$ cat src/rtl/rtd_pkg.sv
`default_nettype none

package rtd_pkg;

  localparam int RTD_ROM_ENTRIES = 4096;
  localparam int RTD_IDX_W       = $clog2(RTD_ROM_ENTRIES);
  localparam int RTD_Q_DEPTH     = 4;
  localparam int RTD_Q_AW        = $clog2(RTD_Q_DEPTH);
  localparam int RTD_Q_CW        = $clog2(RTD_Q_DEPTH + 1);
  localparam int RTD_FDIV_SHIFT  = 14;

  localparam logic [31:0] RTD_FILL_NUM     = 32'h7fff_ffff;
  localparam logic [31:0] RTD_SAT_POS      = 32'h7fff_ffff;
  localparam logic [31:0] RTD_SAT_NEG      = 32'h8000_0000;
  localparam logic [31:0] RTD_FRECIP_LIMIT = 32'd4;

  typedef enum logic [2:0] {
    KIND_UDIV   = 3'd0,
    KIND_SDIV   = 3'd1,
    KIND_URECIP = 3'd2,
    KIND_SRECIP = 3'd3,
    KIND_FDIV   = 3'd4,
    KIND_FRECIP = 3'd5
  } kind_t;

  typedef enum logic [2:0] {
    SH_0  = 3'd0,
    SH_4  = 3'd1,
    SH_8  = 3'd2,
    SH_12 = 3'd3,
    SH_16 = 3'd4,
    SH_20 = 3'd5
  } shift_t;

  // classified word as it waits in the queue
  typedef struct packed {
    kind_t                kind;
    logic [32:0]          mul_a;
    logic [RTD_IDX_W-1:0] idx;
    shift_t               sh;
    logic                 neg_r;
    logic                 neg_q;
    logic                 clamp;
    logic                 clamp_neg;
  } item_t;

  typedef struct packed {
    logic                 en;
    logic [RTD_IDX_W-1:0] addr;
    logic [31:0]          data;
  } ram_wr_t;

endpackage

`default_nettype wire

$ cat src/rtl/rtd_queue.sv
`default_nettype none

module rtd_queue (
  input  logic          clk,
  input  logic          rst_n,
  input  logic          push,
  input  rtd_pkg::item_t push_item,
  input  logic          pop,
  output rtd_pkg::item_t head,
  output logic          empty,
  output logic          full
);
  import rtd_pkg::*;

  item_t                mem_r [RTD_Q_DEPTH];
  logic [RTD_Q_AW-1:0]  wr_ptr_r, rd_ptr_r;
  logic [RTD_Q_CW-1:0]  cnt_r;

  always_ff @(posedge clk) begin
    if (!rst_n) begin
      wr_ptr_r <= '0;
      rd_ptr_r <= '0;
      cnt_r    <= '0;
    end else begin
      if (push) begin
        wr_ptr_r <= wr_ptr_r + 1'b1;
      end
      if (pop) begin
        rd_ptr_r <= rd_ptr_r + 1'b1;
      end
      if (push && !pop) begin
        cnt_r <= cnt_r + 1'b1;
      end else if (pop && !push) begin
        cnt_r <= cnt_r - 1'b1;
      end
    end
  end

  always_ff @(posedge clk) begin
    if (push) begin
      mem_r[wr_ptr_r] <= push_item;
    end
  end

  assign head  = mem_r[rd_ptr_r];
  assign empty = (cnt_r == '0);
  assign full  = (cnt_r == RTD_Q_CW'(RTD_Q_DEPTH));

endmodule

`default_nettype wire

$ cat config.mk
export PLATFORM = sky130hd
export DESIGN_NAME = rtd_queue
export DESIGN_NICKNAME = d
export VERILOG_FILES = /design/src/rtl/rtd_pkg.sv /design/src/rtl/rtd_queue.sv
export SDC_FILE = /design/constraint.sdc
export NUM_CORES = 1
export LEC_CHECK = 0
export ABC_AREA = 1
export CORE_ASPECT_RATIO = 0.7
export CORE_UTILIZATION = 35
export DETAILED_ROUTE_END_ITERATION = 12
export DONT_BUFFER_PORTS = 1
export GPL_TIMING_DRIVEN = 0
export PLACE_DENSITY = 0.61
export SYNTH_ARGS = -nofsm -noshare
export SYNTH_HDL_FRONTEND = slang
export SYNTH_SLANG_ARGS = --single-unit
$ cat constraint.sdc
create_clock -name clk -period 5.55 [get_ports clk]
set_clock_uncertainty 0.05 [all_clocks]
set_input_delay 1.11 -clock clk [delete_from_list [all_inputs] [get_ports clk]]
set_output_delay 1.11 -clock clk [all_outputs]
set_load 0.01 [all_outputs]
; Yosys cells after proc, flatten, opt, wreduce, memory -nomap -nowiden
; Memory sizes are Yosys's and may differ from the RTL's. A register that Yosys moved wholly into a read port is not among the register bits.
; Cells that the tools add are included.
[classes]
add_sub_neg = 4
n_eq_ne = 1
n_mux = 6
reduce_logical = 6
[ops]
columns = op, n
row1 = 3-bit 2-to-1 mux, 2
row2 = "2-bit by 1-bit adder with 2-bit output, second input constant", 2
row3 = 2-bit 2-to-1 mux, 2
row4 = "3-bit by 1-bit adder with 3-bit output, second input constant", 1
row5 = "3-bit equality test, second input constant", 1
row6 = 3-bit logical NOT, 1
row7 = "3-bit by 1-bit subtractor with 3-bit output, second input constant", 1
row8 = 1-bit logical AND, 2
row9 = 1-bit logical NOT, 2
row10 = 1-bit 2-to-1 mux, 2
row11 = 2-bit nonzero test, 1
[totals]
register_bits = 7
ram_bits = 220
in_bits = 59
out_inout_bits = 57
wordCells = 21
n_memories = 1
[memory_table]
columns = memory, words, width, rd, rd_ports_with_merged_regs, write_ports, line
row1 = mem_r, 4, 55, 1, 1, 1, rtd_queue.sv:15  ; item_t mem_r [RTD_Q_DEPTH];

; Longest topological paths before layout
; Gate-level depths: netlist of run 1.
[depth]
depth_word = 4
depth_mapped = 10
depth_no_buf = 10

; Least setup slack after synthesis of run 1
; No wires, ideal clock.
[synth_timing]
path_type = input port to flip-flop
start = in push
end = mem mem_r[0][0] in the netlist's numbering (enable)
setup_time_ps = 409
arrival_ps = 2217
t_required_ps = 5091
slack_ps = 2874
cell_stages = 2
n_path_buf = 0
cell_sequence = nand2_1 inv_1
[synth_between]
elab_chain_len = 2
[synth_lines]
columns = item, line
row1 = from (decl), rtd_queue.sv:6  ; input logic push,
row2 = 1-bit 2-to-1 mux, rtd_queue.sv:40  ; if (push) begin
row3 = 1-bit 2-to-1 mux (implied by the code), rtd_queue.sv:41  ; mem_r[wr_ptr_r] <= push_item;
row4 = to (decl), rtd_queue.sv:15
; Every way passes these cells.

==> out/results.tsv, run 1 <==
metric	value	unit
width of the die	189	um
final antenna-violating net count	0	
largest net degree at the start of global routing	32	
FMAX	0.294	GHz
Startpoint Class	register	
# Post-CTS Setup Buffers	0	
syn nets	655	
Finished Core Util	40.8	%
Worst EP arrival	2.24	ns
initial antenna violation count	0	
Sw Ratio	22.7	%
Avg Cell Area, Syn	14.6	um^2
Detailed Routing Iterations Pass 1	4	
Slew headroom	53.2	%
vias in the first global route	5069	
GPL Wtd Cong	0.768	
Hold Fails Final Rpt	0	
setup TNS	0	ns
grt ovf	0	
global-route wire length before repair	29100	um
DIE HEIGHT	133	um
cts bufs inserted	22	
H-tree levels	1	
clk sinks	229	
Psw	840	uW
register area share after synthesis	79.0	%
mapped cell area	8590	um^2
CTS tree	yes	
Max rail drop VDD	0.212	mV
CTS Hold Buffers Added	0	
# nets final	683	
PortBufs	0	
Int Power	2850	uW
die area	25200	um^2
PD cells	379	nW/um^2
Final min period	3.40	ns
CTS resizes	0	
total track usage	15.2	%
vias per cell	5.15	
row count	47	
DR WL/cell	20.2	um
largest fanout on the critical path	11	
Worst EP required	4.39	ns
Clock power frac	38.1	%
Max Slew Vio Count	0	
layout cells sized above 1	9.16	%
I/O pins	116	
slew of the pin with the lowest slew margin	0.701	ns
Lkg Pwr	0.00319	uW
Area Growth Syn to Fin	13.5	%
RSZ-0062 raised after global routing	no	
CTS Root Cell	clkbuf_16	
most frequent cells in the layout	220 x edfxtp_1, 115 x nor2_1, 71 x o21ai_0	
number of fill cells in the layout	2162	
Via Count	4905	
clock-pin slew on the worst setup and hold paths	0.06	ns
Setup crit end kind	output pin	
DP HPWL	12100	um
Post-Synthesis Cells	590	
final worst-path cycle share	61.3	%
Final setup viols	0	
Sequential Power Share	54.0	%
Iter 0 DRT Violations	363	
worst skew pair latency	0.50	ns
Max Root-Sink Buffers	3	
total of max-cap violations	0	
status	finished clean	
HP Class	reg -> reg	
Comb power frac	7.9	%
Synthesis Warnings	0	
post-synth cell types	19	
Routed WL	19200	um
flip-flop and latch count after synthesis	229	
floorplan core area	23900	um^2
commonest non-fill, non-tap cell in the layout	edfxtp_1	
critical path class	reg -> out	
Initial Utilization	36.0	%
# DRC	0	
[state kept, by name, indices dropped and copies added (netlist names), named ones only]
| name | count |
|---|---|
| mem_r | 220 |
| cnt_r | 3 |
| rd_ptr_r | 2 |
| wr_ptr_r | 2 |
[through the flow]
stage                     area, um^2  hold slack, ns  power [uW]  cells  setup slack [ns]
final                           9750           0.399        3690    952              2.15
after global placement          8990           0.380        2310    908              2.02
after CTS                       9750           0.402        3740    951              2.18
after global routing            9750           0.436        3820    951              2.05
after floorplan                 8590           0.362        2230    590              2.87
after detailed placement        9070           0.391        2330    912              2.72
[Yosys cell counts]
master    count  area (um^2)
o21ai_0      71          355
inv_2         1         3.75
o22ai_1      55          344
nand4_1       1         6.26
nor2_1      115          432
nand3_1       1         5.00
clkbuf_1     18         67.6
o21ai_1      45          225
buf_2         4         20.0
buf_4         1         7.51
fa_1          1         20.0
buf_6        12          135
nor3_1        2         10.0
a21oi_1       4         20.0
edfxtp_1    220         6610
ha_1          5         62.6
nand2_1       9         33.8
dfxtp_1       9          180
inv_1        16         60.1
[power groups by stage]
stage,combinational [uW],clock (uW),sequential [uW]
after global routing,322,1500,2000
final,291,1410,1990
after global placement,278,0,2030
after CTS,296,1450,1990
after floorplan,201,0,2030
after detailed placement,295,0,2030
[worst paths after layout]
kind	start	to	slack, ns	cells after the start
min reg2reg	rd_ptr_r[1]	rd_ptr_r[1]	0.40	1
min	rd_ptr_r[1]	rd_ptr_r[1]	0.40	1
max reg2reg	wr_ptr_r[1]	mem_r[1][27]	3.67	5
max	register	head[6]	2.15	4
[area by class of cell]
type	count	area, um^2	share of cell area [%]
antenna	1	2.50	0.0257
multi-input combinational	309	1510	15.5
tap	318	398	4.08
sequential	229	6790	69.6
buffer	35	230	2.36
clock inverter	13	91.3	0.936
timing repair buffer	4	80.1	0.821
inverter	17	63.8	0.654
clock buffer	26	587	6.02
[logic make-up after synthesis]
group                    count (synthesis)  share of synthesized area, %
AO/OA/AOI/OAI                          175                          11.0
adder cells (fa/ha/maj)                  6                         0.961
buffers and inverters                   52                          3.42
flip-flops                             229                          79.0
AND/OR/NAND/NOR                        128                          5.66
[metal layers]
| layer | routed length, um | track usage [%] | vias to the layer above |
|---|---|---|---|
| met4 | 402 | 4.44 | 0 |
| met2 | 9180 | 25.2 | 172 |
| li1 | - | - | 2264 |
| met1 | 7740 | 18.7 | 2441 |
| met3 | 1890 | 5.61 | 28 |
| met5 | 0 | 0 | - |
[critical path, stage by stage, from the launching register on]
cell and delay, ns:
dfxtp_1 0.31, inv_1 0.44, clkbuf_1 0.47, o21ai_1 0.19, o22ai_1 0.32
(Power assumes the default switching activity.)
==> run 2, diff against run 1 <==
- ABC_AREA: 1 -> 0
- PLACE_DENSITY: 0.61 -> 0.63
- clock period: 5.55 -> 2.8 ns (I/O delays scaled with it)
==> out/results.tsv, run 2 <==
metric	value	unit	change
Detailed Routing Iterations Pass 1	4		unchanged
FMAX	0.403	GHz	
# DRC	0		unchanged
Synthesis Warnings	0		unchanged
Avg Cell Area, Syn	25.6	um^2	+76%
most frequent cells after synthesis	220 x edfxtp_1, 50 x mux4_2, 9 x and2_1, 9 x dfxtp_1		
Setup crit end kind	output pin		
register-to-register setup slack	1.00	ns	-2.67 ns
critical path class	reg -> out		
final std cells w/o fill	688		-28%
Via Count	3359		-32%
CTS Hold Buffers Added	0		unchanged
register area share after synthesis	80.3	%	+1.3 points
Ant. Diodes	0		-1
Post-Place Cell Area	8860	um^2	-2.4%
RSZ-0062 raised after global routing	no		
cts bufs inserted	22		unchanged
vias per cell	4.88		-5.2%
floorplan core area	23600	um^2	-0.99%
mapped cell area	8450	um^2	-1.7%
Iter 0 DRT Violations	163		-55%
Synth top area share	78.2	%	+1.3 points
largest net degree at the start of global routing	56		+75%
Post-synth EDFFs	220		unchanged
Initial Utilization	35.7	%	-0.25 points
Area Growth Syn to Fin	13.2	%	
Lkg Pwr	0.00296	uW	-7.1%
HP Class	in -> reg		
Final setup viols	0		unchanged
final antenna-violating net count	0		unchanged
syn nets	395		-40%
CP bufs+invs	2		unchanged
Final min period	2.48	ns	
global-route wire length before repair	22500	um	-23%
Power Total	7440	uW	+100%
I/O pins	116		unchanged
commonest non-fill, non-tap cell in the layout	edfxtp_1		
largest cells by area after synthesis	edfxtp_1 78%, mux4_2 13%, dfxtp_1 2.1%		
# nets final	419		-39%
most frequent cells in the layout	220 x edfxtp_1, 50 x mux4_2, 23 x clkbuf_16		
CP max stage delay	0.43	ns	-0.04 ns
Hold Fails Final Rpt	0		unchanged
flip-flop and latch count after synthesis	229		unchanged
# Post-CTS Setup Buffers	0		unchanged
total track usage	12.0	%	-3.2 points
post-synthesis async set-or-reset flop share	0	%	unchanged
H-tree levels	1		unchanged
biggest regs	mem_r: 220 flops, cnt_r: 3 flops		
layout cells sized above 1	25.7	%	+17 points
die area	24800	um^2	-1.7%
delay-heaviest family, CP	buffers and inverters		
slew of the pin with the lowest slew margin	0.904	ns	+0.203 ns
total of max-cap violations	0		unchanged
Placed Cells	648		-29%
grt ovf	0		unchanged
post-synth cell types	22		+3
Worst EP required	2.19	ns	-2.20 ns
Worst Slack Setup Final	0.320	ns	-1.83 ns
clk sinks	229		unchanged
CTS Root Cell	clkbuf_16		
CTS resizes	0		unchanged
PD cells	778	nW/um^2	+110%
row count	47		unchanged
Largest Register	mem_r		
ordered cell list for the critical path	clkbuf_2 -> buf_2 -> mux4_2		
status	finished clean		
PortBufs	0		unchanged
clock-pin slew on the worst setup and hold paths	0.06	ns	about the same
final worst-path cycle share	88.6	%	
Post-Synthesis Cells	330		-44%
Max Root-Sink Buffers	3		unchanged
Slowest cell on crit path	mux4_2		
predominant post-synthesis flop cell	edfxtp_1		
max reg flops	220		unchanged
DP HPWL	8570	um	-29%
most numerous cell in the Yosys netlist	edfxtp_1		
initial antenna violation count	0		unchanged
CTS tree	yes		
Slew headroom	39.7	%	-13 points
Max rail drop VDD	0.378	mV	+78%
final design area excluding fillers	9560	um^2	-1.9%
largest fanout on the critical path	10		-1
DIE HEIGHT	132	um	-0.83%
Routed WL	14600	um	-24%
Worst EP arrival	1.87	ns	-0.37 ns
post-synth top area cell	edfxtp_1		
width of the die	188	um	-0.83%
worst skew pair latency	0.49	ns	about the same
Post-Place Worst Slack	0.767	ns	-1.95 ns
Max Slew Vio Count	0		unchanged
Startpoint Class	register		
DR WL/cell	21.2	um	+5.0%
GPL Wtd Cong	0.674		-12%
vias in the first global route	3790		-25%
run 2: cell types whose count changed in the layout (fill, tap and decap cells not counted), sizes merged, moves of 10 or more:
cell	change
nor2	-115
buf	-10
mux4	+55
o22ai	-55
clkbuf	-12
o21ai	-115
inv	-14
run 2: logic make-up after synthesis:
logic type               share of synthesized area, %
multiplexers                                     15.1
AO/OA/AOI/OAI                                   0.148
flip-flops                                       80.3
XOR/XNOR                                        0.518
adder cells (fa/ha/maj)                         0.977
AND/OR/NAND/NOR                                  1.08
buffers and inverters                            1.85
run 2: report_power, final:
group	internal, uW	switching (uW)	total, uW
sequential	3940	43.6	3980
combinational	250	332	582
clock	1700	1180	2880
total	5880	1560	7440
run 2: per-layer routing:
layer	share of wire, %	global-route usage, %
met4	2.5	3.34
met2	46	18.9
met3	8.8	4.87
met5	0	0
met1	43	15.5
run 2: area by class of cell:
cell class              count  area (um^2)
fillers                  2079        14100
clock buffers              31          606
multi-input cells          85         1520
clock inverters             9         98.8
well taps                 318          398
flip-flops and latches    229         6790
plain buffers              12          141
inverters                   4         15.0
run 2: through the flow:
stage | hold WS [ns] | setup TNS [ns] | utilization, %
6_report | 0.104 | 0 | 40.5
5_1_grt | 0.0772 | 0 | 40.5
4_1_cts | 0.0770 | 0 | 40.5
3_5_place_dp | 0.483 | 0 | 37.5
3_3_place_gp | 0.439 | -129.44 | 37.4
2_1_floorplan | 0.422 | 0 | -
run 2: path summary, 6_finish.rpt:
| check | end | cells past startpoint | from |
|---|---|---|---|
| min reg2reg | cnt_r[2] | 2 | cnt_r[2] |
| max reg2reg | mem_r[2][6] | 3 | wr_ptr_r[0] |
| max | head[3] | 3 | register |
| min | mem_r[0][29] | 0 | push_item[29] |
