===== src/rtl/rtd_pkg.sv =====
`default_nettype none

package rtd_pkg;

  localparam int RTD_ROM_ENTRIES = 4096;
  localparam int RTD_IDX_W       = $clog2(RTD_ROM_ENTRIES);
  localparam int RTD_Q_DEPTH     = 4;
  localparam int RTD_Q_AW        = $clog2(RTD_Q_DEPTH);
  localparam int RTD_Q_CW        = $clog2(RTD_Q_DEPTH + 1);
  localparam int RTD_FDIV_SHIFT  = 14;

  localparam logic [31:0] RTD_FILL_NUM     = 32'h7fff_ffff;
  localparam logic [31:0] RTD_SAT_POS      = 32'h7fff_ffff;
  localparam logic [31:0] RTD_SAT_NEG      = 32'h8000_0000;
  localparam logic [31:0] RTD_FRECIP_LIMIT = 32'd4;

  typedef enum logic [2:0] {
    KIND_UDIV   = 3'd0,
    KIND_SDIV   = 3'd1,
    KIND_URECIP = 3'd2,
    KIND_SRECIP = 3'd3,
    KIND_FDIV   = 3'd4,
    KIND_FRECIP = 3'd5
  } kind_t;

  typedef enum logic [2:0] {
    SH_0  = 3'd0,
    SH_4  = 3'd1,
    SH_8  = 3'd2,
    SH_12 = 3'd3,
    SH_16 = 3'd4,
    SH_20 = 3'd5
  } shift_t;

  // classified word as it waits in the queue
  typedef struct packed {
    kind_t                kind;
    logic [32:0]          mul_a;
    logic [RTD_IDX_W-1:0] idx;
    shift_t               sh;
    logic                 neg_r;
    logic                 neg_q;
    logic                 clamp;
    logic                 clamp_neg;
  } item_t;

  typedef struct packed {
    logic                 en;
    logic [RTD_IDX_W-1:0] addr;
    logic [31:0]          data;
  } ram_wr_t;

endpackage

`default_nettype wire


===== src/rtl/rtd_front.sv =====
`default_nettype none

module rtd_front (
  input  logic          in_tvalid,
  output logic          in_tready,
  input  logic [63:0]   in_tdata,
  input  logic [2:0]    in_tuser,
  input  logic          fill_busy,
  input  logic          q_full,
  output logic          push,
  output rtd_pkg::item_t item
);
  import rtd_pkg::*;

  logic [31:0] a, b;
  logic [31:0] abs_a, abs_b, rmag, shifted;
  logic        a_min, b_min, mag_b, fdiv_clamp, frecip_clamp;
  kind_t       kind;

  assign a     = in_tdata[31:0];
  assign b     = in_tdata[63:32];
  assign kind  = kind_t'(in_tuser);
  assign abs_a = a[31] ? 32'd0 - a : a;
  assign abs_b = b[31] ? 32'd0 - b : b;
  assign a_min = (a == RTD_SAT_NEG);
  assign b_min = (b == RTD_SAT_NEG);

  // most negative operands keep a negative absolute value, so the clamp tests treat them apart
  assign fdiv_clamp   = b_min
                     || (!a_min && ({14'd0, abs_a[31:RTD_FDIV_SHIFT]} >= abs_b));
  assign frecip_clamp = b_min || (abs_b <= RTD_FRECIP_LIMIT);

  always_comb begin
    item       = '0;
    item.kind  = kind;
    mag_b      = 1'b0;
    unique case (kind)
      KIND_UDIV: begin
        item.mul_a = {1'b0, a};
      end
      KIND_SDIV: begin
        mag_b      = 1'b1;
        item.mul_a = {1'b0, abs_a};
        item.neg_q = a[31] ^ b[31];
      end
      KIND_URECIP: begin
      end
      KIND_SRECIP: begin
        mag_b      = 1'b1;
        item.neg_r = b[31];
      end
      KIND_FDIV: begin
        mag_b          = 1'b1;
        item.mul_a     = {a[31], a};
        item.neg_r     = b[31];
        item.clamp     = fdiv_clamp;
        item.clamp_neg = a[31] ^ b[31];
      end
      KIND_FRECIP: begin
        mag_b          = 1'b1;
        item.neg_r     = b[31];
        item.clamp     = frecip_clamp;
        item.clamp_neg = b[31];
      end
      default: begin
      end
    endcase
    rmag = mag_b ? abs_b : b;
    priority if (rmag < 32'h0000_1000) begin
      item.sh = SH_0;
    end else if (rmag < 32'h0001_0000) begin
      item.sh = SH_4;
    end else if (rmag < 32'h0010_0000) begin
      item.sh = SH_8;
    end else if (rmag < 32'h0100_0000) begin
      item.sh = SH_12;
    end else if (rmag < 32'h1000_0000) begin
      item.sh = SH_16;
    end else begin
      item.sh = SH_20;
    end
    unique case (item.sh)
      SH_0:    shifted = rmag;
      SH_4:    shifted = rmag >> 4;
      SH_8:    shifted = rmag >> 8;
      SH_12:   shifted = rmag >> 12;
      SH_16:   shifted = rmag >> 16;
      default: shifted = rmag >> 20;
    endcase
    item.idx = shifted[RTD_IDX_W-1:0];
  end

  assign in_tready = !fill_busy && !q_full;
  assign push      = in_tvalid && in_tready;

endmodule

`default_nettype wire


===== config.mk =====
export PLATFORM = sky130hd
export DESIGN_NAME = rtd_front
export DESIGN_NICKNAME = d
export VERILOG_FILES = /design/src/rtl/rtd_pkg.sv /design/src/rtl/rtd_front.sv
export SDC_FILE = /design/constraint.sdc
export NUM_CORES = 1
export LEC_CHECK = 0
export BUFFER_PORTS_ARGS = -buffer_cell sky130_fd_sc_hd__buf_2
export CAP_MARGIN = 0
export CELL_PAD_IN_SITES_DETAIL_PLACEMENT = 2
export CELL_PAD_IN_SITES_GLOBAL_PLACEMENT = 2
export CORE_MARGIN = 3
export CORE_UTILIZATION = 31
export DETAILED_ROUTE_END_ITERATION = 8
export PLACE_DENSITY = 0.95
export SYNTH_ARGS = -nofsm -noshare
export SYNTH_HDL_FRONTEND = slang
export SYNTH_SLANG_ARGS = --single-unit

===== constraint.sdc =====
create_clock -name vclk -period 5.5
set_input_delay 0.275 -clock vclk [all_inputs]
set_output_delay 0.275 -clock vclk [all_outputs]
set_load 0.005 [all_outputs]

Word-level counts from Yosys, hierarchy flattened --
Index checks and enable logic that the tools add are counted.
Storage, ports and cells: register bits after elaboration 0, input port bits 70
Cells by class: add/sub/neg operators 2, $lt $le $gt $ge 7, eq/ne operators 10, muxes and demuxes 14, bitwise gates (word level) 1, reduce and logical (&&, ||, !) cells 12
Operator list (number):
- $pmux W33 S3 | 1
- $mux W32 | 3
- $eq A32 B32 Y1 const B | 2
- $sub A1 B32 Y32 const A | 2
- $pmux W12 S5 | 1
- $ge A18 B32 Y1 | 1
- $le A32 B3 Y1 const B | 1
- $lt A32 B13 Y1 const B | 1
- $lt A32 B17 Y1 const B | 1
- $lt A32 B21 Y1 const B | 1
- $lt A32 B25 Y1 const B | 1
- $lt A32 B29 Y1 const B | 1
- $mux W3 | 4
- $eq A3 B2 Y1 const B | 3
- $eq A3 B3 Y1 const B | 3
- $eq A3 B1 Y1 const B | 2
- $logic_not A3 Y1 | 2
- $mux W1 | 4
- $pmux W2 S2 | 1
- $reduce_or A4 Y1 | 1
- $logic_and A1 B1 Y1 | 3
- $logic_not A1 Y1 | 3
- $reduce_or A3 Y1 | 1
- $logic_or A1 B1 Y1 | 2
- $xor A1 B1 Y1 | 1

Logic depth before layout (Yosys ltp) --
Gate-level depths: netlist of run 1.
word-level depth 12, mapped depth 17

Least setup slack after synthesis of run 1 --
OpenSTA, ideal clock, no wires.
path kind input to output, start point input port in_tdata[9], end point output port item[1] (netlist bit), arrival time 3646 ps, setup slack 1579 ps, stages on the path 15, path through or4_1 nor4_4 nand4_1 or4_1 o21ai_0 xnor2_1 ha_1 a21o_1 a21o_1 a21oi_1 a21oi_1 a211o_1 o211a_1 a21oi_1 o31ai_1
RTL lines:
- start: declaration | line rtd_front.sv:6 | input logic [63:0] in_tdata,
- end: declaration | line rtd_front.sv:11 | output rtd_pkg::item_t item

==> results of run 1 <==
kinds of logic (layout without fill, tap and decap cells):
logic type | after synthesis | count (layout) | share of synthesized area (%)
simple gates | 242 | 242 | 32.6
xor+xnor | 65 | 65 | 14.4
fa+ha+maj | 20 | 20 | 6.10
compound gates | 208 | 208 | 35.8
buf+inv | 71 | 152 | 7.57
mux | 14 | 14 | 3.54
other cells | 0 | 4 | 0
power groups by stage:
| stage | clock network (mW) | registers, mW | logic [mW] |
|---|---|---|---|
| after floorplan | 0 | 0 | 0.265 |
| after CTS | 0 | 0 | 0.430 |
| after detailed placement | 0 | 0 | 0.429 |
| after global placement | 0 | 0 | 0.395 |
| after global routing | 0.0000000974 | 0 | 0.478 |
| final | 0.0000000975 | 0 | 0.438 |
path summary, 6_finish.rpt:
check,start,to,cells after the start,slack [ns]
worst max-delay path,in_tdata[9],item[1],17,0.46
worst min-delay path,fill_busy,in_tready,3,0.77
Yosys cell counts, drive strengths merged, types with 3 or more instances:
cell    instances  share of area [%]
xnor2          42                9.2
o211ai          4                1.1
xor2           23                5.3
a22o           13                2.8
inv            13                1.2
buf            23                3.1
a32oi           5                1.1
o211a           3               0.73
o21ai          37                4.5
o41ai           6                1.7
or2             5               0.76
or4            11                2.1
mux2i          10                2.4
a41oi           5                1.1
and4            5                1.1
and2            3               0.46
mux2            4                1.1
nand2          50                4.6
nor2b           4               0.61
a21o           14                2.6
and4b           3               0.73
a21oi          38                4.7
clkbuf         35                3.2
nand3          21                2.8
or3            11                1.7
nor2           57                5.2
ha             20                6.1
nor3           21                2.8
a31oi          16                2.4
o31ai          29                5.4
nor4           15                3.0
a211oi         16                2.9
a221oi          5                1.1
and3            4               0.61
nand2b          8                1.2
nand4          13                2.1
metal layers:
metal	vias up	track usage (%)	part of all wire (%)
li1	2536	-	-
met1	2814	34.4	42
met2	216	47.2	50
met3	54	2.24	4.8
met4	0	10.3	3.6
met5	-	0	0
cells in the final DEF, fill, tap and decap left out, types with 12 or more instances in the layout:
cell	netlist	layout
a211oi_1	16	16
a21o_1	14	14
a21oi_1	37	37
a22o_1	13	13
a31oi_1	16	16
buf_2	13	127
buf_4	5	12
ha_1	20	20
inv_1	13	13
nand2_1	49	49
nand3_1	19	19
nand4_1	12	12
nor2_1	57	57
nor3_1	20	20
nor4_1	12	12
o21ai_0	36	35
o31ai_1	28	28
xnor2_1	41	41
xor2_1	21	21
layout make-up:
type	instances	area, µm²	share of cell area, %
inverter	13	48.8	1.02
timing repair buffer	139	726	15.2
antenna	4	10.0	0.209
multi-input combinational	549	3790	79.1
tap	172	215	4.49
==> impl_metrics.yaml, run 1 <==
status:
  status: "finished clean"
power_and_ir_drop:
  p_seq_share_pct: 0
  p_leak_nw: 1.94
  p_comb_share_pct: 100.0
  pwr_density_cell_nw_per_um2: 91.5
  p_int_mw: 0.168
  total_power_mw: 0.438
  swShare_pct: 61.7
  max-vdd-ir-drop_mv: 0.0300
  p_switching_mw: 0.270
  clockPowerShare_pct: 0
setup_path:
  cp.arrival_ns: 4.77
  crit_path_cell_trace: "buf_2, or4_1, nor4_4, nand4_1, or4_1, o21ai_0, xnor2_1, ha_1, a21o_1, a21o_1, a21oi_1, a21oi_1, a211o_1, o211a_1, a21oi_1, o31ai_1, buf_2"
  crit_family: "compound AO/OA/AOI/OAI gates"
  critPathBufInv: 2
  cp_slowest_cell: "or4_1"
  worst_path_most_repeated_cell: "a21oi_1"
  critPathCaptureType: "output port"
  critical_path_class: "in -> out"
  cp.required_ns: 5.22
  cpPeakStageDelay_ns: 0.63
  cp-start-kind: "primary input"
  crit_path_max_fanout: 6
cells_and_area:
  area_growth_pct: 16.8
  clock_buffers: 0
  postLayoutCellArea_um2: 4790
  finalCoreUtilization_pct: 37.5
  seq_area_um2: 0
  drive_gt1_share_pct: 24.0
  n_sequential_cell: 0
  num-fill-cells: 1583
  final_cells: 877
  layout.nets: 793
floorplanning:
  die_x_um: 121
  fp.dieH_um: 121
  dieArea_um2: 14600
  top_level_ports: 127
  start_util_pct: 32.1
  core_area_um2: 12800
  rows: 41
clock_tree:
  cts_hold_buf: 0
  postCtsResizedCells: 0
  post-cts-setup-buffer-count: 0
sta:
  max_slew.worst_pin.slew_ns: 1.09
  holdWs_ns: 0.775
  period_needed_ns: 5.04
  fin_ws_ns: 0.457
  grt_setup_unrepaired: "no"
  relSlewSlack_pct: 26.7
  hold_violations: 0
  slew_viol_final: 0
  period_share_pct: 91.7
  finalSetupTns_ns: 0
  max_clock_freq_mhz: 198
  setup_viol: 0
detailed_routing:
  drt_wl_total_um: 20600
  drtAntennaViolNets: 0
  dr.pass1.iters: 5
  drt_iter0_drc: 594
  route.detailed.drc: 0
  vias_per_cell: 6.41
  via_count: 5620
  wl_per_cell_um: 23.5
logic_synthesis:
  syn_nets: 710
  syn_area_per_cell_um2: 6.61
  synth.cell_area_um2: 4100
  synth-seq-area-share_pct: 0
  yosys_warnings: 0
  syn_inst: 620
  synth.distinct_cells: 78
global_routing:
  antenna_found_initial: 4
  grt_util_all_layers_pct: 27.0
  grt_pass1_vias: 5983
  gr-total-overflow: 0
  grt_max_degree: 42
  grt_pass1_wl_um: 32500
placed_design:
  dp_cells: 873
  pre_cts_slack_ns: 0.597
  post_dp_cell_area_um2: 4780
  port_buffers: 127
  routabilityCongestion: 0.953
  dp_hpwl_um: 16600
run:
  drv_cap: 0
min_path:
  hold_class: "in -> out"
No activity file was read; power rests on OpenSTA's default activity.
==> run 2: changes to the inputs <==
--- a/config.mk
+++ b/config.mk
@@ -10,9 +10,9 @@
 export CELL_PAD_IN_SITES_DETAIL_PLACEMENT = 2
 export CELL_PAD_IN_SITES_GLOBAL_PLACEMENT = 2
 export CORE_MARGIN = 3
-export CORE_UTILIZATION = 31
+export CORE_UTILIZATION = 29
 export DETAILED_ROUTE_END_ITERATION = 8
-export PLACE_DENSITY = 0.95
+export PLACE_DENSITY = 0.92
 export SYNTH_ARGS = -nofsm -noshare
 export SYNTH_HDL_FRONTEND = slang
 export SYNTH_SLANG_ARGS = --single-unit
==> constraint.sdc (replaced) <==
create_clock -name vclk -period 5.15
set_input_delay 0.2575 -clock vclk [all_inputs]
set_output_delay 0.2575 -clock vclk [all_outputs]
set_load 0.005 [all_outputs]
==> run 2 against run 1 <==
Against the previous run:
- hold slack worse by 0.030 ns
- first-iteration DRC count down 18%
- power up 7.6%
- global-route usage down 1.6 points
- count of clock-buffer cells in the layout unchanged
- worst setup slack worse by 0.20 ns
- sequential share of layout area unchanged
- combinational power up 7.8%
- die area up 6.6%
==> impl_metrics.yaml, run 2 (synthesis results as in run 1) <==
status:
  status: "finished clean"
floorplanning:
  dieArea_um2: 15600
  die_x_um: 125
  start_util_pct: 30.2
  rows: 42
  core_area_um2: 13600
  top_level_ports: 127
  fp.dieH_um: 125
global_routing:
  grt_util_all_layers_pct: 25.4
  antenna_found_initial: 2
  grt_max_degree: 34
  grt_pass1_wl_um: 33300
  grt_pass1_vias: 6021
  gr-total-overflow: 0
cells_and_area:
  final_cells: 880
  clock_buffers: 0
  num-fill-cells: 1685
  area_growth_pct: 17.5
  multi_input_area_um2: 3810
  drive_gt1_share_pct: 24.5
  seq_area_um2: 0
  final_cell_mix: "127 x buf_2, 57 x nor2_1, 49 x nand2_1"
  layout_commonest_cell: "buf_2"
  n_sequential_cell: 0
  layout.nets: 794
power_and_ir_drop:
  max-vdd-ir-drop_mv: 0.0294
  p_comb_share_pct: 100.0
  clockPowerShare_pct: 0
  pwr_density_cell_nw_per_um2: 98.0
  p_leak_nw: 1.95
  p_int_mw: 0.180
  p_seq_share_pct: 0
  p_switching_mw: 0.292
  total_power_mw: 0.472
  swShare_pct: 61.9
sta:
  period_share_pct: 94.9
  max_clock_freq_mhz: 205
  slew_viol_final: 0
  period_needed_ns: 4.89
  max_slew.worst_pin.slew_ns: 1.15
  relSlewSlack_pct: 23.5
  fin_ws_ns: 0.261
  setup_viol: 0
  hold_violations: 0
  holdWs_ns: 0.745
placed_design:
  port_buffers: 127
  dp_hpwl_um: 17100
  dp_cells: 878
  pre_cts_slack_ns: 0.155
  routabilityCongestion: 0.934
min_path:
  hold_class: "in -> out"
  min_from: "fill_busy"
  worst_hold_path.endpoint: "in_tready"
  whs_path_depth: 3
detailed_routing:
  route.detailed.drc: 0
  via_count: 5618
  drt_wl_total_um: 21000
  dr.pass1.iters: 5
  drt_iter0_drc: 488
  drtAntennaViolNets: 0
  vias_per_cell: 6.38
  wl_per_cell_um: 23.8
setup_path:
  worst_path_most_repeated_cell: "a21oi_1"
  cpPeakStageDelay_ns: 0.64
  crit_path_cell_trace: "buf_2, or4_1, nor4_4, nand4_1, or4_1, or3_1, nand2_1, xnor2_1, ha_1, a21o_1, a21oi_1, a21oi_1, a211o_1, o211a_1, a21oi_1, o31ai_1, buf_2"
  crit_family: "simple AND/OR/NAND/NOR gates"
  cp_slowest_cell: "or4_1"
  critPathBufInv: 2
  crit_path_max_fanout: 6
  cp-start-kind: "primary input"
  critPathCaptureType: "output port"
  cp.arrival_ns: 4.63
  cp.required_ns: 4.89
  critical_path_class: "in -> out"
run:
  drv_cap: 0
clock_tree:
  post-cts-setup-buffer-count: 0
==> run 2: layer usage <==
layer | share of wire, % | global-route usage, %
met5 | 0 | 0
met4 | 3.2 | 9.12
met3 | 5.1 | 2.87
met2 | 50 | 44.0
met1 | 42 | 32.5
==> run 2: how the worst max path moves through the flow <==
stage / from / to / cells past startpoint
finish: in_tdata[9] / item[1] / 17
floorplan: in_tdata[9] / item[1] / 15
global route: in_tdata[9] / item[1] / 17
detailed placement: in_tdata[9] / item[1] / 15
CTS: in_tdata[9] / item[1] / 15
global placement: in_tdata[9] / item[1] / 17
==> run 2: per-stage QoR <==
step	TNS [ns]	utilization, %	area [µm²]
detailed placement	0	35.4	4800
CTS	0	35.4	4800
floorplan	0	-	4100
global placement	0	35.4	4800
global route	-0.0178	35.5	4820
finish	0	35.5	4820
==> run 2: cell type report <==
class              count  share of cell area, %
multi-input cells    549                   79.1
repair buffers       140                   15.2
well taps            176                   4.57
inverters             13                   1.01
diodes                 2                  0.104
==> run 2: power groups by stage <==
stage | Sequential [mW] | Clock (mW) | Combinational, mW
after global routing | 0 | 0.0000000520 | 0.515
after CTS | 0 | 0 | 0.465
after floorplan | 0 | 0 | 0.283
final | 0 | 0.0000000519 | 0.472
after detailed placement | 0 | 0 | 0.463
after global placement | 0 | 0 | 0.426
==> run 2: what timing repair did <==
item / 4_1_cts / 5_1_grt
hold buffers: 0 / 0
resized for setup: 0 / 3
setup endpoints to repair: 0 / 1
endpoints found under the hold margin: 0 / 0
