==> src/rtl/rtd_pkg.sv <==
`default_nettype none

package rtd_pkg;

  localparam int RTD_ROM_ENTRIES = 4096;
  localparam int RTD_IDX_W       = $clog2(RTD_ROM_ENTRIES);
  localparam int RTD_Q_DEPTH     = 4;
  localparam int RTD_Q_AW        = $clog2(RTD_Q_DEPTH);
  localparam int RTD_Q_CW        = $clog2(RTD_Q_DEPTH + 1);
  localparam int RTD_FDIV_SHIFT  = 14;

  localparam logic [31:0] RTD_FILL_NUM     = 32'h7fff_ffff;
  localparam logic [31:0] RTD_SAT_POS      = 32'h7fff_ffff;
  localparam logic [31:0] RTD_SAT_NEG      = 32'h8000_0000;
  localparam logic [31:0] RTD_FRECIP_LIMIT = 32'd4;

  typedef enum logic [2:0] {
    KIND_UDIV   = 3'd0,
    KIND_SDIV   = 3'd1,
    KIND_URECIP = 3'd2,
    KIND_SRECIP = 3'd3,
    KIND_FDIV   = 3'd4,
    KIND_FRECIP = 3'd5
  } kind_t;

  typedef enum logic [2:0] {
    SH_0  = 3'd0,
    SH_4  = 3'd1,
    SH_8  = 3'd2,
    SH_12 = 3'd3,
    SH_16 = 3'd4,
    SH_20 = 3'd5
  } shift_t;

  // classified word as it waits in the queue
  typedef struct packed {
    kind_t                kind;
    logic [32:0]          mul_a;
    logic [RTD_IDX_W-1:0] idx;
    shift_t               sh;
    logic                 neg_r;
    logic                 neg_q;
    logic                 clamp;
    logic                 clamp_neg;
  } item_t;

  typedef struct packed {
    logic                 en;
    logic [RTD_IDX_W-1:0] addr;
    logic [31:0]          data;
  } ram_wr_t;

endpackage

`default_nettype wire

==> src/rtl/rtd_fill.sv <==
`default_nettype none

module rtd_fill (
  input  logic            clk,
  input  logic            rst_n,
  output logic            busy,
  output rtd_pkg::ram_wr_t wr
);
  import rtd_pkg::*;

  localparam logic [RTD_IDX_W-1:0] LAST_IDX = RTD_IDX_W'(RTD_ROM_ENTRIES - 1);

  logic                 busy_r, busy_nxt;
  logic [RTD_IDX_W-1:0] idx_r, idx_nxt;
  logic [1:0]           step_r, step_nxt;
  logic [RTD_IDX_W-1:0] rem_r, rem_nxt;
  logic [31:0]          quo_r, quo_nxt;
  ram_wr_t              wr_nxt;

  // 8 quotient bits per cycle; each entry is written once its last numerator byte is done
  always_comb begin
    logic [7:0]         num_byte;
    logic [RTD_IDX_W:0] rem;
    logic [31:0]        quo;
    busy_nxt = busy_r;
    idx_nxt  = idx_r;
    step_nxt = step_r;
    rem_nxt  = rem_r;
    quo_nxt  = quo_r;
    wr_nxt   = '0;
    unique case (step_r)
      2'd0: num_byte = RTD_FILL_NUM[31:24];
      2'd1: num_byte = RTD_FILL_NUM[23:16];
      2'd2: num_byte = RTD_FILL_NUM[15:8];
      default: num_byte = RTD_FILL_NUM[7:0];
    endcase
    rem = {1'b0, rem_r};
    quo = quo_r;
    for (int j = 7; j >= 0; j--) begin
      rem = {rem[RTD_IDX_W-1:0], num_byte[j]};
      if (rem >= {1'b0, idx_r}) begin
        rem = rem - {1'b0, idx_r};
        quo = {quo[30:0], 1'b1};
      end else begin
        quo = {quo[30:0], 1'b0};
      end
    end
    if (busy_r) begin
      if (idx_r == '0) begin
        wr_nxt.en   = 1'b1;
        wr_nxt.addr = idx_r;
        wr_nxt.data = '0;
        idx_nxt     = idx_r + 1'b1;
      end else if (step_r == 2'd3) begin
        wr_nxt.en   = 1'b1;
        wr_nxt.addr = idx_r;
        wr_nxt.data = {quo[30:0], 1'b0};
        step_nxt    = '0;
        rem_nxt     = '0;
        quo_nxt     = '0;
        if (idx_r == LAST_IDX) begin
          busy_nxt = 1'b0;
        end else begin
          idx_nxt = idx_r + 1'b1;
        end
      end else begin
        step_nxt = step_r + 1'b1;
        rem_nxt  = rem[RTD_IDX_W-1:0];
        quo_nxt  = quo;
      end
    end
  end

  always_ff @(posedge clk) begin
    if (!rst_n) begin
      busy_r <= 1'b1;
      idx_r  <= '0;
      step_r <= '0;
      rem_r  <= '0;
      quo_r  <= '0;
    end else begin
      busy_r <= busy_nxt;
      idx_r  <= idx_nxt;
      step_r <= step_nxt;
      rem_r  <= rem_nxt;
      quo_r  <= quo_nxt;
    end
  end

  assign busy = busy_r;
  assign wr   = wr_nxt;

endmodule

`default_nettype wire

==> config.mk <==
export PLATFORM = sky130hd
export DESIGN_NAME = rtd_fill
export DESIGN_NICKNAME = d
export VERILOG_FILES = /design/src/rtl/rtd_pkg.sv /design/src/rtl/rtd_fill.sv
export SDC_FILE = /design/constraint.sdc
export NUM_CORES = 1
export LEC_CHECK = 0
export BUFFER_PORTS_ARGS = -buffer_cell sky130_fd_sc_hd__buf_2
export CAP_MARGIN = 20
export CORE_MARGIN = 2
export CORE_UTILIZATION = 40
export DETAILED_ROUTE_END_ITERATION = 10
export PLACE_DENSITY = 0.6
export SETUP_SLACK_MARGIN = 0.1
export SKIP_LAST_GASP = 1
export SYNTH_ARGS = -nofsm -noshare
export SYNTH_HDL_FRONTEND = slang
export SYNTH_SLANG_ARGS = --single-unit
==> constraint.sdc <==
create_clock -name clk -period 20.4 [get_ports clk]
set_input_delay 2.04 -clock clk [delete_from_list [all_inputs] [get_ports clk]]
set_output_delay 2.04 -clock clk [all_outputs]
set_load 0.02 [all_outputs]
# Yosys cells after proc, flatten, opt, wreduce, memory -nomap -nowiden

Index checks and enable logic that the tools add are counted.

Bitwise operators: 1
Reductions and logical operators: 5
$add $sub $neg: 10
Multiplexer cells: 30
Magnitude comparators: 8
Eq/ne operators: 3

Operators with widths:

| kind                                          | number |
|---|---|
| two-way mux 12 bit                            | 12 |
| two-way mux 45 bit                            | 3 |
| greater-or-equal comparator 13 x 12 -> 1 bit  | 8 |
| subtractor 12 bit                             | 8 |
| two-way mux 23 bit                            | 1 |
| adder 12 x 1 -> 12 bit, second input constant | 1 |
| equality test 12 bit, second input constant   | 1 |
| zero test 12 bit                              | 1 |
| two-way mux 1 bit                             | 12 |
| two-way mux 8 bit                             | 1 |
| AND reduction 3 bit                           | 1 |
| adder 2 x 1 -> 2 bit, second input constant   | 1 |
| equality test 2 bit, second input constant    | 1 |
| zero test 2 bit                               | 1 |
| two-way mux 2 bit                             | 1 |
| != test 2 bit, second input constant          | 1 |
| AND reduction 2 bit                           | 1 |
| nonzero test 2 bit                            | 1 |
| inverter 1 bit                                | 1 |

Word-level logic and storage cells: 62
Flip-flop bits (word level): 50
Output and inout port bits: 46

# Longest topological paths before layout

Gate-level depths: netlist of run 1.

Word-level depth: 21
Gate-level depth with buffers: 101
Mapped depth without buffers: 93

# Worst setup path after synthesis of run 1

OpenSTA, ideal clock, no wires.

Path type: reg-to-output
Start point: register idx_r[2]
End point: output port wr[1] in the netlist's numbering
Required time: 18360 ps
Setup slack: -174 ps
Cell stages (with the launch flop): 93
Data arrival time: 18534 ps
Path buffers: 10
Path through: dfxtp_1 clkbuf_1 inv_1 ha_1 o21a_1 o31a_1 o21a_4 a21oi_4 buf_2 mux2_2 ha_1 fa_1 nand2b_1 a211oi_2 nor2_1 o21ai_1 a21oi_2 nand2_1 (+57 left out) a21bo_2 buf_2 mux2i_1 ha_1 nor2b_1 o21ai_0 a21boi_0 o21ai_0 a21boi_0 o21ai_0 nand2b_1 a21o_1 a21o_1 a41o_1 a21oi_1 o211ai_4 buf_4 and2_1

RTL lines:

| element                | RTL line       | RTL |
|---|---|---|
| from (decl)            | rtd_fill.sv:14 | `logic [RTD_IDX_W-1:0] idx_r, idx_nxt;` |
| from (signal assigned) | rtd_fill.sv:83 | `idx_r <= idx_nxt;` |
| to (decl)              | rtd_fill.sv:7  | `output rtd_pkg::ram_wr_t wr` |

==> impl_metrics.toml, run 1 <==
[critical_path]
slowest_delay_ps = 450
crit_type = "reg -> out"
start_kind = "flip-flop"
cp_max_fo = 7
arrival_ps = 17500
end_kind = "output port"
worst_path_max_delay_cell = "a221o_1"
critPathRequiredTime_ps = 18360

[floorplanning]
core_area_um2 = 18580
initial_core_util_pct = 40.57
io_pins = 48
fp.dieH_um = 141.3
rows = 50
die_area_um2 = 19960
fp.dieW_um = 141.3

[sta]
fmax_ghz = 0.05117
slew_viol_final = 0
maxSlewHeadroom_pct = 31.60
hold_viol = 0
finalSetupViolations = 0
worst_pin_slew_ps = 1026
finalCritPeriodShare_pct = 95.80
worst_clock_skew_ps = 5.850
min_period_ps = 19540

[logic_synthesis]
syn-instance-count = 983
avgSynthCellArea_um2 = 7.669
ys_ff_latch = 50
ys.flop_type = "dfxtp_1"
yosys_warnings = 0
synth_nets = 1086
synth.cell_area_um2 = 7538
ys_types = 78
synth-seq-area-share_pct = 13.28
async_flop_share_pct = 0
synth-edff-count = 0

[detailed_routing]
post_drt_via_cell_ratio = 5.766
drc = 0
drt_wl_total_um = 24890
wl_per_cell_um = 18.78
antenna_left = 0
dr.pass1.iters = 5
vias = 7640
drt_iter0_drc = 531

[placed_design]
dp_cells = 1291
hpwl_um = 18840
gp_congestion = 0.9792
port_buffers = 46

[clock_network]
cts_tree = "done"
clockBufferDepth = 2
cts_made_buffers = 5
cts_max_level = 2
clkSinkCount = 50
clock_latency_ps = 290
path_clk_slew_ps = 70
ctsHoldBuffers = 0
root_buffer = "clkbuf_16"

[final_layout]
fin_cells = 1325
n_antenna_cell = 0
fin_nets = 1193
synthToLayoutAreaGrowth_pct = 19.72
final_layout_size_suffix_gt1_share_pct = 22.55
final_cell_mix = "86 x ha_1, 86 x buf_4, 76 x nand2_1, 76 x nor2_1, 55 x inv_1"
fillers = 1807

[global_route]
grt_pass1_wl_um = 38090
grt_overflow = 0
grt_max_degree = 41
antenna_found_initial = 0
first_global_vias = 6930
grt_usage_pct = 24.01

[worst_hold_path]
hp-class = "reg -> reg"

[status]
status = "completed"

[run]
maxCapViolCount = 0
kinds of logic after synthesis:
family                   Yosys count  share of synthesized area [%]
AND/OR/NAND/NOR                  364                          24.81
AO/OA/AOI/OAI                    243                          21.91
adder cells (fa/ha/maj)          101                          17.56
buffers and inverters             92                          5.112
XOR/XNOR                          66                          7.668
multiplexers                      66                          9.610
flip-flops                        50                          13.28
other                              1                        0.04974
critical path, delay by kind of cell, from the launching register on:
| kind | cells | cell delay (ps) |
|---|---|---|
| compound gates | 48 | 8750 |
| fa+ha+maj | 11 | 3340 |
| simple gates | 17 | 2550 |
| buf+inv | 8 | 1160 |
| mux | 4 | 1000 |
| flops | 1 | 400 |
synth_stat cells, drive strengths merged (2+ instances only):
cell      n  area (µm²)
ha       93        1164
nor2     79       296.5
nand2    77       289.0
o21ai    67       339.1
a21oi    64       342.8
inv      56       210.2
dfxtp    50        1001
and3     47       294.0
nor2b    43       269.0
xnor2    42       367.9
mux2     36       420.4
mux2i    30       304.0
and2     27       168.9
xor2     24       210.2
clkbuf   23       86.33
a21o     21       157.7
nor3     21       105.1
nand4    18       112.6
nand3    17       85.08
nand2b   16       100.1
a21boi   14       105.1
buf      13       88.83
o21a     11       90.08
fa        8       160.2
a211oi    7       57.55
a22oi     7       52.55
a31oi     6       50.04
or2       6       37.54
o211ai    5       51.30
o31a      5       43.79
a221o     4       40.04
nor4      4       25.02
o2bb2ai   4       41.29
o31ai     4       35.03
a2111o    3       33.78
a41o      3       30.03
or3       3       18.77
a2111oi   2       36.29
a311o     2       20.02
nor4b     2       32.53
o221ai    2       17.52
or4       2       15.01
worst paths after layout:
path | startpoint | to | slack, ps | cells after the start
worst max-delay path | idx_r[4] | wr[1] | 860 | 88
worst min register to register | step_r[1] | step_r[1] | 490 | 2
worst max register to register | idx_r[4] | rem_r[2] | 2750 | 89
worst min-delay path | step_r[1] | step_r[1] | 490 | 2
metrics by stage:
stage / cell area (µm²) / util [%] / setup slack (ps) / hold slack [ps] / TNS [ps]
after floorplan: 7546 / - / 174.3 / 441.9 / 0
after global placement: 8364 / 45.02 / -86.58 / 470.6 / -86.58
after detailed placement: 8392 / 45.17 / -564.9 / 481.0 / -564.9
after CTS: 8632 / 46.46 / 111.1 / 493.3 / 0
after global routing: 9025 / 48.57 / -10.57 / 502.9 / -10.57
final: 9025 / 48.57 / 855.8 / 493.4 / 0
state kept, by name (all words and copies together), names as in the netlist:
register,flops
rem_r,12
idx_r,12
quo_r,23
step_r,2
busy,1
final cells by class:
class                   instances  area (µm²)  share of cell area (%)
clock buffers                   6       138.9                   1.539
flip-flops and latches         50        1002                   11.10
well taps                     234       292.8                   3.244
multi-input cells             841        6431                   71.26
clock inverters                 2       12.51                  0.1386
repair buffers                136       937.1                   10.38
inverters                      56       210.2                   2.329
timing repair:
item | 4_1_cts | 5_1_grt
gates cloned | 0 | 1
pin swaps | 4 | 23
buffers inserted | 4 | 21
endpoints found under the setup margin | 1 | 1
gates resized for setup | 24 | 58
per-layer routing:
layer	vias to the layer above	global-route usage [%]	routed length [µm]
met5	-	0	0
met4	0	4.158	501
met3	34	1.721	1235
met2	264	41.13	11530
met1	3599	33.62	11620
li1	3743	-	-
Power of run 1 is not shown: default switching activity piles up to over one toggle a cycle in this logic, so the estimate is an artifact.
==> inputs of run 2 (changes only) <==
--- a/config.mk
+++ b/config.mk
@@ -7,10 +7,11 @@
 export LEC_CHECK = 0
 export BUFFER_PORTS_ARGS = -buffer_cell sky130_fd_sc_hd__buf_2
 export CAP_MARGIN = 20
-export CORE_MARGIN = 2
+export CORE_MARGIN = 4
 export CORE_UTILIZATION = 40
+export CTS_BUF_LIST = sky130_fd_sc_hd__clkbuf_16
 export DETAILED_ROUTE_END_ITERATION = 10
-export PLACE_DENSITY = 0.6
+export PLACE_DENSITY = 0.57
 export SETUP_SLACK_MARGIN = 0.1
 export SKIP_LAST_GASP = 1
 export SYNTH_ARGS = -nofsm -noshare
==> constraint.sdc (replaced) <==
create_clock -name clk -period 18.45 [get_ports clk]
set_input_delay 1.845 -clock clk [delete_from_list [all_inputs] [get_ports clk]]
set_output_delay 1.845 -clock clk [all_outputs]
set_load 0.02 [all_outputs]
==> run 2 against run 1 <==
Against the previous run: non-clock buffer count increased by 126; design area increased by 19%; critical path type unchanged; sequential cell count unchanged; die area increased by 5.7%; count of clock-buffer cells in the layout decreased by 1; via count increased by 6.7%.
==> impl_metrics.toml, run 2 (synthesis results as in run 1) <==
[critical_path]
worstRegToRegCells = 88
cp_max_fo = 6
worst_path_max_delay_cell = "or4_4"
start_kind = "flip-flop"
end_kind = "output port"
r2r-start = "step_r[1]"
rrSetupSlack_ps = 2070
arrival_ps = 16140
slowest_delay_ps = 550
critPathRequiredTime_ps = 16600
worst_r2r_endpoint = "rem_r[1]"
crit_type = "reg -> out"
crit_top_cell = "buf_4"

[run]
maxCapViolCount = 0

[global_route]
met3_usage_pct = 2.432
grt_overflow = 0
first_global_vias = 7709
grt_use_met2_pct = 38.05
grt_max_degree = 41
globalRouteMet1Util_pct = 30.59
grt_usage_pct = 22.81
busiest_layer = "met2"
antenna_found_initial = 0
grt_pass1_wl_um = 40020

[sta]
worst_pin_slew_ps = 1070
hold_viol = 0
timing.hold.ws_ps = 480.9
tns_ps = 0
min_period_ps = 17980
fmax_ghz = 0.05561
finalSetupViolations = 0
rsz0062_at_grt = "true"
worst_clock_skew_ps = 3.189
finalCritPeriodShare_pct = 97.46
slew_viol_final = 0
maxSlewHeadroom_pct = 28.66

[clock_network]
clockBufferDepth = 2
cts_made_buffers = 5
path_clk_slew_ps = 70
clkSinkCount = 50
clock_latency_ps = 290
root_buffer = "clkbuf_16"
cts_tree = "done"
ctsHoldBuffers = 0
cts_max_level = 2

[floorplanning]
core_area_um2 = 18270
io_pins = 48
initial_core_util_pct = 41.26
die_area_um2 = 21110
fp.dieW_um = 145.3
fp.dieH_um = 145.3
rows = 49

[final_layout]
largest_register = "quo_r"
n_antenna_cell = 0
final_common_cell = "buf_4"
final_cell_mix = "204 x buf_4, 76 x nand2_1, 70 x nor2_1"
final_layout_size_suffix_gt1_share_pct = 38.29
fin_nets = 1319
largestRegisters = "quo_r x23, idx_r x12, rem_r x12"
synthToLayoutAreaGrowth_pct = 42.66
largest_register_ffs = 23
seqCellArea_um2 = 1015
fillers = 1626
multi_input_area_um2 = 7148

[detailed_routing]
drc = 0
wl_per_cell_um = 18.37
antenna_left = 0
vias = 8150
post_drt_via_cell_ratio = 5.636
drt_iter0_drc = 589
dr.pass1.iters = 5
drt_wl_total_um = 26560

[worst_hold_path]
hp-class = "reg -> reg"
hold_path_end = "quo_r[0]"
hold_start = "quo_r[0]"
whs_path_depth = 1

[placed_design]
port_buffers = 46
hpwl_um = 19110
gp_congestion = 0.9341

[status]
status = "completed"
[run 2: changes by cell type in the layout (fill, tap and decap cells not counted), moves of 9 or more]
cell | before | now
inv_2 | 1 | 10
ha_1 | 86 | 53
buf_4 | 86 | 204
buf_6 | 2 | 11
ha_4 | 4 | 32
inv_1 | 55 | 46
[run 2: through the flow]
| step | utilization (%) | setup slack (ps) | std cells | cell area [µm²] |
|---|---|---|---|---|
| 2_1_floorplan | - | 160.8 | 983 | 7732 |
| 3_3_place_gp | 48.58 | -471.7 | 1333 | 8875 |
| 3_5_place_dp | 48.58 | -652.2 | 1333 | 8875 |
| 4_1_cts | 52.79 | 106.5 | 1397 | 9646 |
| 5_1_grt | 58.86 | -210.8 | 1446 | 10750 |
| 6_report | 58.86 | 469.2 | 1446 | 10750 |
[run 2: worst max-delay path by stage]
stage | depth (start not counted) | startpoint | endpoint | slack [ps]
3_5_place_dp | 86 | step_r[1] | wr[1] | -650
5_1_grt | 86 | step_r[1] | wr[1] | -210
4_1_cts | 86 | idx_r[1] | wr[1] | 110
3_3_place_gp | 86 | step_r[1] | wr[1] | -470
2_1_floorplan | 91 | idx_r[2] | wr[1] | 160
6_report | 91 | step_r[1] | wr[1] | 470
[run 2: per-layer routing]
layer  up-vias  share of wire (%)
met3        51                4.3
met5         -                  0
met2       229                 47
met1      3866                 45
met4         0                3.1
li1       4004                  -
[run 2: cell type report]
| class | instances | share of cell area (%) |
|---|---|---|
| multi-input cells | 841 | 66.47 |
| clock inverters | 3 | 0.3490 |
| clock buffers | 5 | 1.163 |
| flip-flops and latches | 50 | 9.436 |
| repair buffers | 262 | 17.91 |
| well taps | 229 | 2.664 |
| inverters | 56 | 2.013 |
[run 2: critical path, delay by kind of cell, from the launching register on]
family | cells | cell delay (ps)
adder cells (fa/ha/maj) | 11 | 2660
flip-flops | 1 | 330
AND/OR/NAND/NOR | 15 | 2110
multiplexers | 7 | 1850
buffers and inverters | 20 | 2540
AO/OA/AOI/OAI | 38 | 6350
[run 2: what timing repair did]
item	4_1_cts	5_1_grt
resized for setup	53	140
endpoints found under the setup margin	1	1
pin swaps	43	84
buffers inserted	56	49
cloned	0	1
Power of run 2 is left out for the same reason.
